==> config.mk <==
export PLATFORM = sky130hd
export DESIGN_NAME = multi_slot_periodic_timer
export DESIGN_NICKNAME = d
export VERILOG_FILES = /design/src/rtl/mspt_pkg.sv /design/src/rtl/mspt_front.sv /design/src/rtl/mspt_queue.sv /design/src/rtl/mspt_back.sv /design/src/rtl/multi_slot_periodic_timer.sv
export SDC_FILE = /design/constraint.sdc
export NUM_CORES = 2
export LEC_CHECK = 0
export BUFFER_PORTS_ARGS = -buffer_cell sky130_fd_sc_hd__buf_2
export CORE_MARGIN = 5
export CORE_UTILIZATION = 46
export CTS_CLUSTER_SIZE = 25
export DETAILED_ROUTE_END_ITERATION = 6
export PLACE_DENSITY = 0.66
export SLEW_MARGIN = 10
export SYNTH_ARGS = -nofsm -noshare
export SYNTH_HDL_FRONTEND = slang
export SYNTH_SLANG_ARGS = --single-unit
==> constraint.sdc <==
create_clock -name clk -period 21.2 [get_ports clk]
set_input_delay 2.12 -clock clk [delete_from_list [all_inputs] [get_ports clk]]
set_output_delay 2.12 -clock clk [all_outputs]
set_load 0.05 [all_outputs]
==> src/rtl/mspt_pkg.sv <==
package mspt_pkg;

    // Request codes carried in req_type
    localparam logic [2:0] REQ_CREATE  = 3'd0;
    localparam logic [2:0] REQ_START   = 3'd1;
    localparam logic [2:0] REQ_RESET   = 3'd2;
    localparam logic [2:0] REQ_STOP    = 3'd3;
    localparam logic [2:0] REQ_DESTROY = 3'd4;
    localparam logic [2:0] REQ_TICK    = 3'd5;

    // Result kinds
    localparam logic EV_ACK  = 1'b0;
    localparam logic EV_FIRE = 1'b1;

    // Status codes
    localparam logic [1:0] ST_OK      = 2'd0;
    localparam logic [1:0] ST_NO_FREE = 2'd1;
    localparam logic [1:0] ST_RANGE   = 2'd2;

    // Command queue between front and back
    localparam int QUEUE_DEPTH = 2;

    typedef struct packed {
        logic [2:0]  req_type;
        logic [2:0]  slot_index;
        logic [31:0] now_ms;
        logic [31:0] period_ms;
        logic        repeat_req;
    } req_t;

    typedef struct packed {
        logic       event_kind;
        logic [2:0] slot_out;
        logic [1:0] status;
        logic       last_result;
    } rsp_t;

    typedef struct packed {
        logic [2:0]  op;
        logic        out_of_range;
        logic [2:0]  slot_index;
        logic [31:0] now_ms;
        logic [31:0] period_ms;
        logic        repeat_req;
    } cmd_t;

endpackage

==> src/rtl/mspt_front.sv <==
module mspt_front #(
    parameter int SLOT_COUNT = 5
) (
    input  mspt_pkg::req_t req,
    input  logic           req_valid,
    output logic           req_ready,
    input  logic           q_ready,
    output logic           q_push,
    output mspt_pkg::cmd_t q_cmd
);

    logic known;

    // Classify: drop unknown request codes, flag out-of-range slot indexes
    always_comb
    begin
        unique case (req.req_type) inside
            mspt_pkg::REQ_CREATE, mspt_pkg::REQ_START, mspt_pkg::REQ_RESET,
            mspt_pkg::REQ_STOP, mspt_pkg::REQ_DESTROY, mspt_pkg::REQ_TICK:
                known = 1'b1;
            default:
                known = 1'b0;
        endcase
    end

    assign req_ready = q_ready;
    assign q_push    = req_valid && q_ready && known;

    always_comb
    begin
        q_cmd.op           = req.req_type;
        q_cmd.out_of_range = (32'(req.slot_index) >= 32'(SLOT_COUNT));
        q_cmd.slot_index   = req.slot_index;
        q_cmd.now_ms       = req.now_ms;
        q_cmd.period_ms    = req.period_ms;
        q_cmd.repeat_req   = req.repeat_req;
    end

endmodule

==> src/rtl/mspt_queue.sv <==
module mspt_queue (
    input  logic           clk,
    input  logic           rst_n,
    input  logic           push,
    input  mspt_pkg::cmd_t push_cmd,
    output logic           ready,
    output logic           valid,
    output mspt_pkg::cmd_t head,
    input  logic           pop
);

    localparam int PTR_W = (mspt_pkg::QUEUE_DEPTH > 1) ? $clog2(mspt_pkg::QUEUE_DEPTH) : 1;
    localparam int CNT_W = $clog2(mspt_pkg::QUEUE_DEPTH + 1);
    localparam logic [PTR_W-1:0] LAST_PTR = PTR_W'(mspt_pkg::QUEUE_DEPTH - 1);
    localparam logic [CNT_W-1:0] FULL_CNT = CNT_W'(mspt_pkg::QUEUE_DEPTH);

    mspt_pkg::cmd_t   entry_reg [mspt_pkg::QUEUE_DEPTH];
    logic [PTR_W-1:0] wr_ptr_reg, wr_ptr_next;
    logic [PTR_W-1:0] rd_ptr_reg, rd_ptr_next;
    logic [CNT_W-1:0] count_reg, count_next;

    assign ready = (count_reg != FULL_CNT);
    assign valid = (count_reg != '0);
    assign head  = entry_reg[rd_ptr_reg];

    always_comb
    begin
        wr_ptr_next = wr_ptr_reg;
        rd_ptr_next = rd_ptr_reg;
        count_next  = count_reg;
        if (push)
        begin
            wr_ptr_next = (wr_ptr_reg == LAST_PTR) ? '0 : wr_ptr_reg + 1'b1;
        end
        if (pop)
        begin
            rd_ptr_next = (rd_ptr_reg == LAST_PTR) ? '0 : rd_ptr_reg + 1'b1;
        end
        if (push && !pop)
        begin
            count_next = count_reg + 1'b1;
        end
        else if (pop && !push)
        begin
            count_next = count_reg - 1'b1;
        end
    end

    always_ff @(posedge clk or negedge rst_n)
    begin
        if (!rst_n)
        begin
            wr_ptr_reg <= '0;
            rd_ptr_reg <= '0;
            count_reg  <= '0;
        end
        else
        begin
            wr_ptr_reg <= wr_ptr_next;
            rd_ptr_reg <= rd_ptr_next;
            count_reg  <= count_next;
        end
    end

    always_ff @(posedge clk)
    begin
        if (push)
        begin
            entry_reg[wr_ptr_reg] <= push_cmd;
        end
    end

endmodule

==> src/rtl/mspt_back.sv <==
module mspt_back #(
    parameter int SLOT_COUNT = 5
) (
    input  logic           clk,
    input  logic           rst_n,
    input  logic           cmd_valid,
    input  mspt_pkg::cmd_t cmd,
    output logic           cmd_pop,
    output logic           rsp_valid,
    input  logic           rsp_ready,
    output mspt_pkg::rsp_t rsp
);

    localparam int SW = (SLOT_COUNT > 1) ? $clog2(SLOT_COUNT) : 1;
    localparam logic [SW-1:0] LAST_SLOT = SW'(SLOT_COUNT - 1);

    localparam logic [2:0] S_IDLE    = 3'd0;
    localparam logic [2:0] S_ELAPSED = 3'd1;
    localparam logic [2:0] S_CHECK   = 3'd2;
    localparam logic [2:0] S_UPDATE  = 3'd3;
    localparam logic [2:0] S_FLUSH   = 3'd4;

    logic [2:0] state_reg, state_next;
    logic [SW-1:0] ptr_reg, ptr_next;
    logic [31:0] now_reg, now_next;
    logic held_valid_reg, held_valid_next;
    logic [SW-1:0] held_slot_reg, held_slot_next;
    logic [31:0] elapsed_reg, elapsed_next;
    logic [31:0] eff_dl_reg, eff_dl_next;

    logic [SLOT_COUNT-1:0] alloc_reg, alloc_next;
    logic [SLOT_COUNT-1:0] active_reg, active_next;
    logic [SLOT_COUNT-1:0] repeat_reg, repeat_next;
    logic [SLOT_COUNT-1:0] fired_reg, fired_next;
    logic [31:0] period_reg [SLOT_COUNT];
    logic [31:0] deadline_reg [SLOT_COUNT];
    logic [31:0] last_reg [SLOT_COUNT];

    logic rsp_valid_reg, rsp_valid_next;
    mspt_pkg::rsp_t rsp_reg;

    logic [SW-1:0] head_addr, rd_addr, wr_addr, pick;
    logic found;
    logic [31:0] rd_period, rd_deadline, rd_last;
    logic [31:0] arm_sum, new_dl;
    logic per_we, dl_we, lt_we;
    logic [31:0] per_wdata, dl_wdata, lt_wdata;
    logic can_emit, emit;
    mspt_pkg::rsp_t emit_rsp;
    logic skip, force_dl, fire;

    assign head_addr   = SW'(cmd.slot_index);
    assign rd_addr     = (state_reg == S_IDLE) ? head_addr : ptr_reg;
    assign rd_period   = period_reg[rd_addr];
    assign rd_deadline = deadline_reg[ptr_reg];
    assign rd_last     = last_reg[ptr_reg];
    assign can_emit    = !rsp_valid_reg || rsp_ready;
    assign rsp_valid   = rsp_valid_reg;
    assign rsp         = rsp_reg;

    // Highest-numbered free slot
    always_comb
    begin
        found = 1'b0;
        pick  = '0;
        for (int i = 0; i < SLOT_COUNT; i++)
        begin
            if (!alloc_reg[i])
            begin
                found = 1'b1;
                pick  = SW'(i);
            end
        end
    end

    assign arm_sum = cmd.now_ms + ((cmd.op == mspt_pkg::REQ_START) ? rd_period : cmd.period_ms);
    assign new_dl  = eff_dl_reg + rd_period;

    assign skip     = !alloc_reg[ptr_reg] || !active_reg[ptr_reg]
                      || (!repeat_reg[ptr_reg] && fired_reg[ptr_reg]);
    assign force_dl = repeat_reg[ptr_reg] && (elapsed_reg >= rd_period);
    assign fire     = force_dl || (now_reg >= rd_deadline) || (now_reg < rd_last);

    always_comb
    begin
        state_next      = state_reg;
        ptr_next        = ptr_reg;
        now_next        = now_reg;
        held_valid_next = held_valid_reg;
        held_slot_next  = held_slot_reg;
        elapsed_next    = elapsed_reg;
        eff_dl_next     = eff_dl_reg;
        alloc_next      = alloc_reg;
        active_next     = active_reg;
        repeat_next     = repeat_reg;
        fired_next      = fired_reg;
        wr_addr         = head_addr;
        per_we          = 1'b0;
        dl_we           = 1'b0;
        lt_we           = 1'b0;
        per_wdata       = cmd.period_ms;
        dl_wdata        = arm_sum;
        lt_wdata        = cmd.now_ms;
        cmd_pop         = 1'b0;
        emit            = 1'b0;
        emit_rsp        = '0;

        unique case (state_reg)
            S_IDLE:
            begin
                if (cmd_valid && cmd.op == mspt_pkg::REQ_TICK)
                begin
                    cmd_pop         = 1'b1;
                    ptr_next        = '0;
                    now_next        = cmd.now_ms;
                    held_valid_next = 1'b0;
                    state_next      = S_ELAPSED;
                end
                else if (cmd_valid && can_emit)
                begin
                    cmd_pop              = 1'b1;
                    emit                 = 1'b1;
                    emit_rsp.event_kind  = mspt_pkg::EV_ACK;
                    emit_rsp.last_result = 1'b1;
                    emit_rsp.slot_out    = cmd.slot_index;
                    emit_rsp.status      = mspt_pkg::ST_OK;
                    if (cmd.op == mspt_pkg::REQ_CREATE)
                    begin
                        if (found)
                        begin
                            wr_addr            = pick;
                            alloc_next[pick]   = 1'b1;
                            active_next[pick]  = 1'b0;
                            fired_next[pick]   = 1'b0;
                            repeat_next[pick]  = cmd.repeat_req;
                            per_we             = 1'b1;
                            dl_we              = 1'b1;
                            lt_we              = 1'b1;
                            emit_rsp.slot_out  = 3'(pick);
                        end
                        else
                        begin
                            emit_rsp.slot_out = '0;
                            emit_rsp.status   = mspt_pkg::ST_NO_FREE;
                        end
                    end
                    else if (cmd.out_of_range)
                    begin
                        emit_rsp.status = mspt_pkg::ST_RANGE;
                    end
                    else
                    begin
                        case (cmd.op)
                            mspt_pkg::REQ_START:
                            begin
                                dl_we                  = 1'b1;
                                lt_we                  = 1'b1;
                                fired_next[head_addr]  = 1'b0;
                                active_next[head_addr] = 1'b1;
                            end
                            mspt_pkg::REQ_RESET:
                            begin
                                per_we                = 1'b1;
                                dl_we                 = 1'b1;
                                lt_we                 = 1'b1;
                                fired_next[head_addr] = 1'b0;
                            end
                            mspt_pkg::REQ_STOP:
                            begin
                                active_next[head_addr] = 1'b0;
                            end
                            default:
                            begin
                                alloc_next[head_addr]  = 1'b0;
                                active_next[head_addr] = 1'b0;
                            end
                        endcase
                    end
                end
            end

            S_ELAPSED:
            begin
                elapsed_next = (rd_last <= now_reg) ? now_reg - rd_last : rd_last - now_reg;
                if (!skip)
                begin
                    state_next = S_CHECK;
                end
                else if (ptr_reg == LAST_SLOT)
                begin
                    state_next = held_valid_reg ? S_FLUSH : S_IDLE;
                end
                else
                begin
                    ptr_next = ptr_reg + 1'b1;
                end
            end

            S_CHECK:
            begin
                eff_dl_next = force_dl ? now_reg : rd_deadline;
                if (fire)
                begin
                    state_next = S_UPDATE;
                end
                else if (ptr_reg == LAST_SLOT)
                begin
                    state_next = held_valid_reg ? S_FLUSH : S_IDLE;
                end
                else
                begin
                    ptr_next   = ptr_reg + 1'b1;
                    state_next = S_ELAPSED;
                end
            end

            S_UPDATE:
            begin
                if (!held_valid_reg || can_emit)
                begin
                    wr_addr             = ptr_reg;
                    dl_we               = 1'b1;
                    dl_wdata            = new_dl;
                    lt_we               = 1'b1;
                    lt_wdata            = (new_dl < now_reg) ? '0 : now_reg;
                    fired_next[ptr_reg] = 1'b1;
                    if (held_valid_reg)
                    begin
                        emit                 = 1'b1;
                        emit_rsp.event_kind  = mspt_pkg::EV_FIRE;
                        emit_rsp.slot_out    = 3'(held_slot_reg);
                        emit_rsp.status      = mspt_pkg::ST_OK;
                        emit_rsp.last_result = 1'b0;
                    end
                    held_valid_next = 1'b1;
                    held_slot_next  = ptr_reg;
                    if (ptr_reg == LAST_SLOT)
                    begin
                        state_next = S_FLUSH;
                    end
                    else
                    begin
                        ptr_next   = ptr_reg + 1'b1;
                        state_next = S_ELAPSED;
                    end
                end
            end

            S_FLUSH:
            begin
                if (can_emit)
                begin
                    emit                 = 1'b1;
                    emit_rsp.event_kind  = mspt_pkg::EV_FIRE;
                    emit_rsp.slot_out    = 3'(held_slot_reg);
                    emit_rsp.status      = mspt_pkg::ST_OK;
                    emit_rsp.last_result = 1'b1;
                    held_valid_next      = 1'b0;
                    state_next           = S_IDLE;
                end
            end

            default:
            begin
                state_next = S_IDLE;
            end
        endcase
    end

    assign rsp_valid_next = emit ? 1'b1 : (rsp_ready ? 1'b0 : rsp_valid_reg);

    always_ff @(posedge clk or negedge rst_n)
    begin
        if (!rst_n)
        begin
            state_reg      <= S_IDLE;
            ptr_reg        <= '0;
            held_valid_reg <= 1'b0;
            alloc_reg      <= '0;
            active_reg     <= '0;
            repeat_reg     <= '0;
            fired_reg      <= '0;
            rsp_valid_reg  <= 1'b0;
            for (int i = 0; i < SLOT_COUNT; i++)
            begin
                period_reg[i]   <= '0;
                deadline_reg[i] <= '0;
                last_reg[i]     <= '0;
            end
        end
        else
        begin
            state_reg      <= state_next;
            ptr_reg        <= ptr_next;
            held_valid_reg <= held_valid_next;
            alloc_reg      <= alloc_next;
            active_reg     <= active_next;
            repeat_reg     <= repeat_next;
            fired_reg      <= fired_next;
            rsp_valid_reg  <= rsp_valid_next;
            if (per_we)
            begin
                period_reg[wr_addr] <= per_wdata;
            end
            if (dl_we)
            begin
                deadline_reg[wr_addr] <= dl_wdata;
            end
            if (lt_we)
            begin
                last_reg[wr_addr] <= lt_wdata;
            end
        end
    end

    always_ff @(posedge clk)
    begin
        now_reg       <= now_next;
        held_slot_reg <= held_slot_next;
        elapsed_reg   <= elapsed_next;
        eff_dl_reg    <= eff_dl_next;
        if (emit)
        begin
            rsp_reg <= emit_rsp;
        end
    end

endmodule

==> src/rtl/multi_slot_periodic_timer.sv <==
// Channel | Direction | Handshake            | Beat payload
// req     | in        | req_valid/req_ready  | mspt_pkg::req_t (type, slot, now, period, repeat)
// rsp     | out       | rsp_valid/rsp_ready  | mspt_pkg::rsp_t (kind, slot, status, last)
//
// Each request beat is classified on entry and held in a two-entry command queue,
// so a new beat is taken while the back end works or a result waits at the output.
// Acknowledge requests are answered straight from the idle state. A tick walks the
// slots one at a time: a skipped slot passes through the elapsed step only, a slot
// that is not due through the elapsed and check steps, and a slot that fires through
// elapsed, check and update; a flush step then delivers the final fire.
// Reset clears every slot at once; no clearing pass follows.
// A stalled result output holds the back end only when it has another beat to emit.
module multi_slot_periodic_timer #(
    parameter int SLOT_COUNT = 5
) (
    input  logic           clk,
    input  logic           rst_n,
    input  mspt_pkg::req_t req,
    input  logic           req_valid,
    output logic           req_ready,
    output mspt_pkg::rsp_t rsp,
    output logic           rsp_valid,
    input  logic           rsp_ready
);

    logic           q_push;
    logic           q_ready;
    logic           q_valid;
    logic           q_pop;
    mspt_pkg::cmd_t q_cmd;
    mspt_pkg::cmd_t q_head;

    // Classify request beats and drop unknown codes
    mspt_front #(
        .SLOT_COUNT (SLOT_COUNT)
    ) u_front (
        .req       (req),
        .req_valid (req_valid),
        .req_ready (req_ready),
        .q_ready   (q_ready),
        .q_push    (q_push),
        .q_cmd     (q_cmd)
    );

    // Decouple intake from execution
    mspt_queue u_queue (
        .clk      (clk),
        .rst_n    (rst_n),
        .push     (q_push),
        .push_cmd (q_cmd),
        .ready    (q_ready),
        .valid    (q_valid),
        .head     (q_head),
        .pop      (q_pop)
    );

    // Slot table, tick walker and result register
    mspt_back #(
        .SLOT_COUNT (SLOT_COUNT)
    ) u_back (
        .clk       (clk),
        .rst_n     (rst_n),
        .cmd_valid (q_valid),
        .cmd       (q_head),
        .cmd_pop   (q_pop),
        .rsp_valid (rsp_valid),
        .rsp_ready (rsp_ready),
        .rsp       (rsp)
    );

    // Never pop an empty queue
    assert property (@(posedge clk) disable iff (!rst_n) q_pop |-> q_valid)
        else $error("command queue popped while empty");

    // Never push into a full queue
    assert property (@(posedge clk) disable iff (!rst_n) q_push |-> q_ready)
        else $error("command queue pushed while full");

    // Every acknowledge is the final beat of its request
    assert property (@(posedge clk) disable iff (!rst_n)
        (rsp_valid && rsp.event_kind == mspt_pkg::EV_ACK) |-> rsp.last_result)
        else $error("acknowledge without last_result");

    // A fire always reports status ok
    assert property (@(posedge clk) disable iff (!rst_n)
        (rsp_valid && rsp.event_kind == mspt_pkg::EV_FIRE) |-> (rsp.status == mspt_pkg::ST_OK))
        else $error("fire beat with non-ok status");

endmodule

==> metrics.txt <==
result of the run complete, no violations; Post-Syn Area roughly 42,000 um2; post-CTS repair timing setup buffer count 0; drc violations 0; most common cell after layout, fill and taps aside dfrtp_1; signal arrival time at the worst endpoint 8.74 ns; most used cells in the layout excluding fill and tap cells dfrtp_1, a21oi_1, mux2_2; count of placed standard cells including taps 4,880; via density per instance between 5 and 6; synth warn 0; Gate Count Post-Synth roughly 3,800; number of pins with negative max-slew slack in the final report 0; GP Congestion approximately 0.98; Critical Path RT 21.71 ns; count of cells along the worst register-to-register path 26; setup TNS 0 ns; critical path capture point type flip-flop; GRT overflow 0; height of the die 311 um; number of resized instances in the post-cts repair step 0; leakage power summed over all cells about 20 nW; Synthesized Nets about 4,100; post-layout min period 8.23 ns; share of synthesized flip-flops with an asynchronous set or reset roughly 67%; Area Growth Syn to Fin 10.5%; number of hold-repair buffers added at the cts stage 0; Post-synth EDFFs 250; Pwr per Cell Area ~190 nW/um2; length of the first detailed-routing pass in iterations 6; H-tree level count 3; largest net degree at the start of global routing roughly 110; clk buf depth 3; Num CTS Buffers 82; Power, Total 8.65 mW; number of primary I/O pins 84; Cell variety after synth 74; worst vdd ir ~0.085 mV; vias in the first global route 28,900; routed vias 29,700; wirelength, routed 112 mm; max-capacitance violation count 0; wire length per cell after detailed routing 22.2 um; average size of a mapped cell 11.0 um2; later-pin clock latency in the skew report 0.65 ns; final worst path period share between 30% and 40%; Startpoint Class flip-flop; Core Region roughly 90,000 um2; count of standard-cell rows 110; area enclosed by the die boundary ~97,000 um2; slew at the pin closest to its max-slew limit approximately 1.1 ns; sequential cell area fraction in the yosys report about half; share of the synthesized area in the top cell type 30.7%; share of the core filled with cells in the final layout 51.1%; TritonCTS clock tree done; remaining max-slew budget at the tightest pin about 26%; Starting DRT DRC Count between 2,000 and 2,500; Setup-failing EPs final 0; cell depth of the worst hold path 2; net total in the final layout between 4,000 and 5,000; number of non-filler instances in the completed layout between 5,000 and 6,000; setup slack of the worst register-to-register path ~13 ns; global-route wire length before repair between 150 and 200 mm; share of layout cells above drive strength 1 between 10% and 20%; number of clock sinks approximately 760; Worst Clk Skew ~0.032 ns; class of the most critical hold timing path flip-flop to flip-flop; Antenna Nets Post-Route 0; dominant synthesized flop cell dfrtp_1; starting density of the core between 40% and 50%; Post-DP HPWL between 80 and 90 mm; count of input and output buffers 83; Hold Vio Cnt, Final 0; top cell type by total area after synthesis dfrtp_1; top post-synthesis cells by area dfrtp_1, edfxtp_1, mux2_2; flip-flop and latch count after synthesis around 760; top fanout value on the critical path 33; initial antenna violation count 0; setup repair after global routing missed its margin no; timing-limited maximum frequency 121 MHz; clock transition at the register clock pins on the worst setup and hold paths after CTS roughly 0.07 ns; Die Wd 311 um; clock tree root buffer cell clkbuf_16; critical setup path kind flip-flop to flip-flop; total track usage a little under a quarter
worst paths after layout:
kind / to / start
setup / recovery: u_back.last_reg[34] / u_back.state_reg[1]
hold / removal: u_back.period_reg[135] / u_back.period_reg[135]
setup reg to reg: u_back.last_reg[34] / u_back.state_reg[1]
hold reg to reg: u_back.period_reg[135] / u_back.period_reg[135]
max in group asynchronous: u_back.deadline_reg[133] / rst_n
min in group asynchronous: u_back.period_reg[122] / rst_n
metrics by stage:
| step | hold slack [ns] | cell area, um2 | setup slack [ns] |
|---|---|---|---|
| after floorplan | 0.445 | 41700 | 14.36 |
| after global placement | 0.457 | 43200 | 13.21 |
| after detailed placement | 0.465 | 43200 | 13.14 |
| after CTS | 0.478 | 46000 | 13.06 |
| after global routing | 0.495 | 46000 | 12.48 |
| final | 0.473 | 46000 | 12.97 |
synthesized netlist by cell type (6+ instances only):
cell type and instances:
a2111oi_0 8, a211o_1 6, a211oi_1 24, a21o_1 74, a21oi_1 420, a22o_1 36
a22oi_1 64, a31oi_1 27, and2_1 12, and3_1 13, and4_1 7, buf_1 25
buf_2 39, buf_4 6, clkbuf_1 138, dfrtp_1 512, edfxtp_1 250, ha_1 224
inv_1 144, mux2_1 7, mux2_2 358, mux2i_1 91, mux4_2 67, nand2_1 236
nand2b_1 15, nand3_1 27, nand4_1 44, nor2_1 352, nor2b_1 20, nor3_1 34
nor4_1 12, o2111ai_1 6, o211ai_1 13, o21a_1 40, o21ai_0 215, o21bai_1 28
o31ai_1 6, or2_2 10, or3_1 13, xnor2_1 64, xor2_1 28
power by group:
group          total, mW  internal, mW  switching (mW)  leakage [nW]
registers           2.39          2.11           0.280          9.04
logic               4.75          1.83            2.92          9.79
clock network       1.51         0.896           0.609          1.41
total               8.65          4.84            3.81          20.2
worst max-delay path, stage by stage, from the launching register on:
cell,delay (ns)
dfrtp_1,0.52
nor3_2,0.69
mux2i_4,0.32
buf_4,0.59
mux4_2,0.58
a22o_1,0.25
ha_1,0.25
fa_1,0.47
a21o_1,0.19
a211o_1,0.34
a31oi_1,0.48
nor3_1,0.19
or3_1,0.41
o21ai_0,0.32
o21a_1,0.20
xnor2_1,0.16
ha_1,0.29
a21oi_1,0.14
nor2b_1,0.06
o21ai_0,0.15
nand2b_1,0.07
a21oi_1,0.13
o21ai_0,0.09
a22o_1,0.23
buf_4,0.25
a22o_1,0.33
mux2_2,0.30
per-layer routing:
metal | wire (um) | GRT usage, %
met1 | 48400 | 30.0
met2 | 53300 | 37.2
met3 | 5270 | 3.47
met4 | 5070 | 9.17
met5 | 0 | 0
cells by family after synthesis:
| logic type | count (synthesis) | synth area share [%] |
|---|---|---|
| muxes | 524 | 15.7 |
| xor gates and xnor gates | 92 | 1.93 |
| adders and majority gates | 228 | 6.92 |
| and+or+nand+nor | 811 | 8.58 |
| AOI/OAI and AO/OA | 1014 | 14.7 |
| buffers and inverters | 354 | 3.38 |
| DFF | 762 | 48.8 |
area by class of cell:
| cell class | count | area, um2 |
|---|---|---|
| Fill cell | 8015 | 44000 |
| Sequential cell | 762 | 20300 |
| Multi-Input combinational cell | 2669 | 20100 |
| Clock buffer | 120 | 2460 |
| Tap cell | 1176 | 1470 |
| Timing Repair Buffer | 129 | 783 |
| Inverter | 144 | 541 |
| Clock inverter | 33 | 392 |
| Antenna cell | 1 | 2.50 |
(Power assumes the default switching activity.)
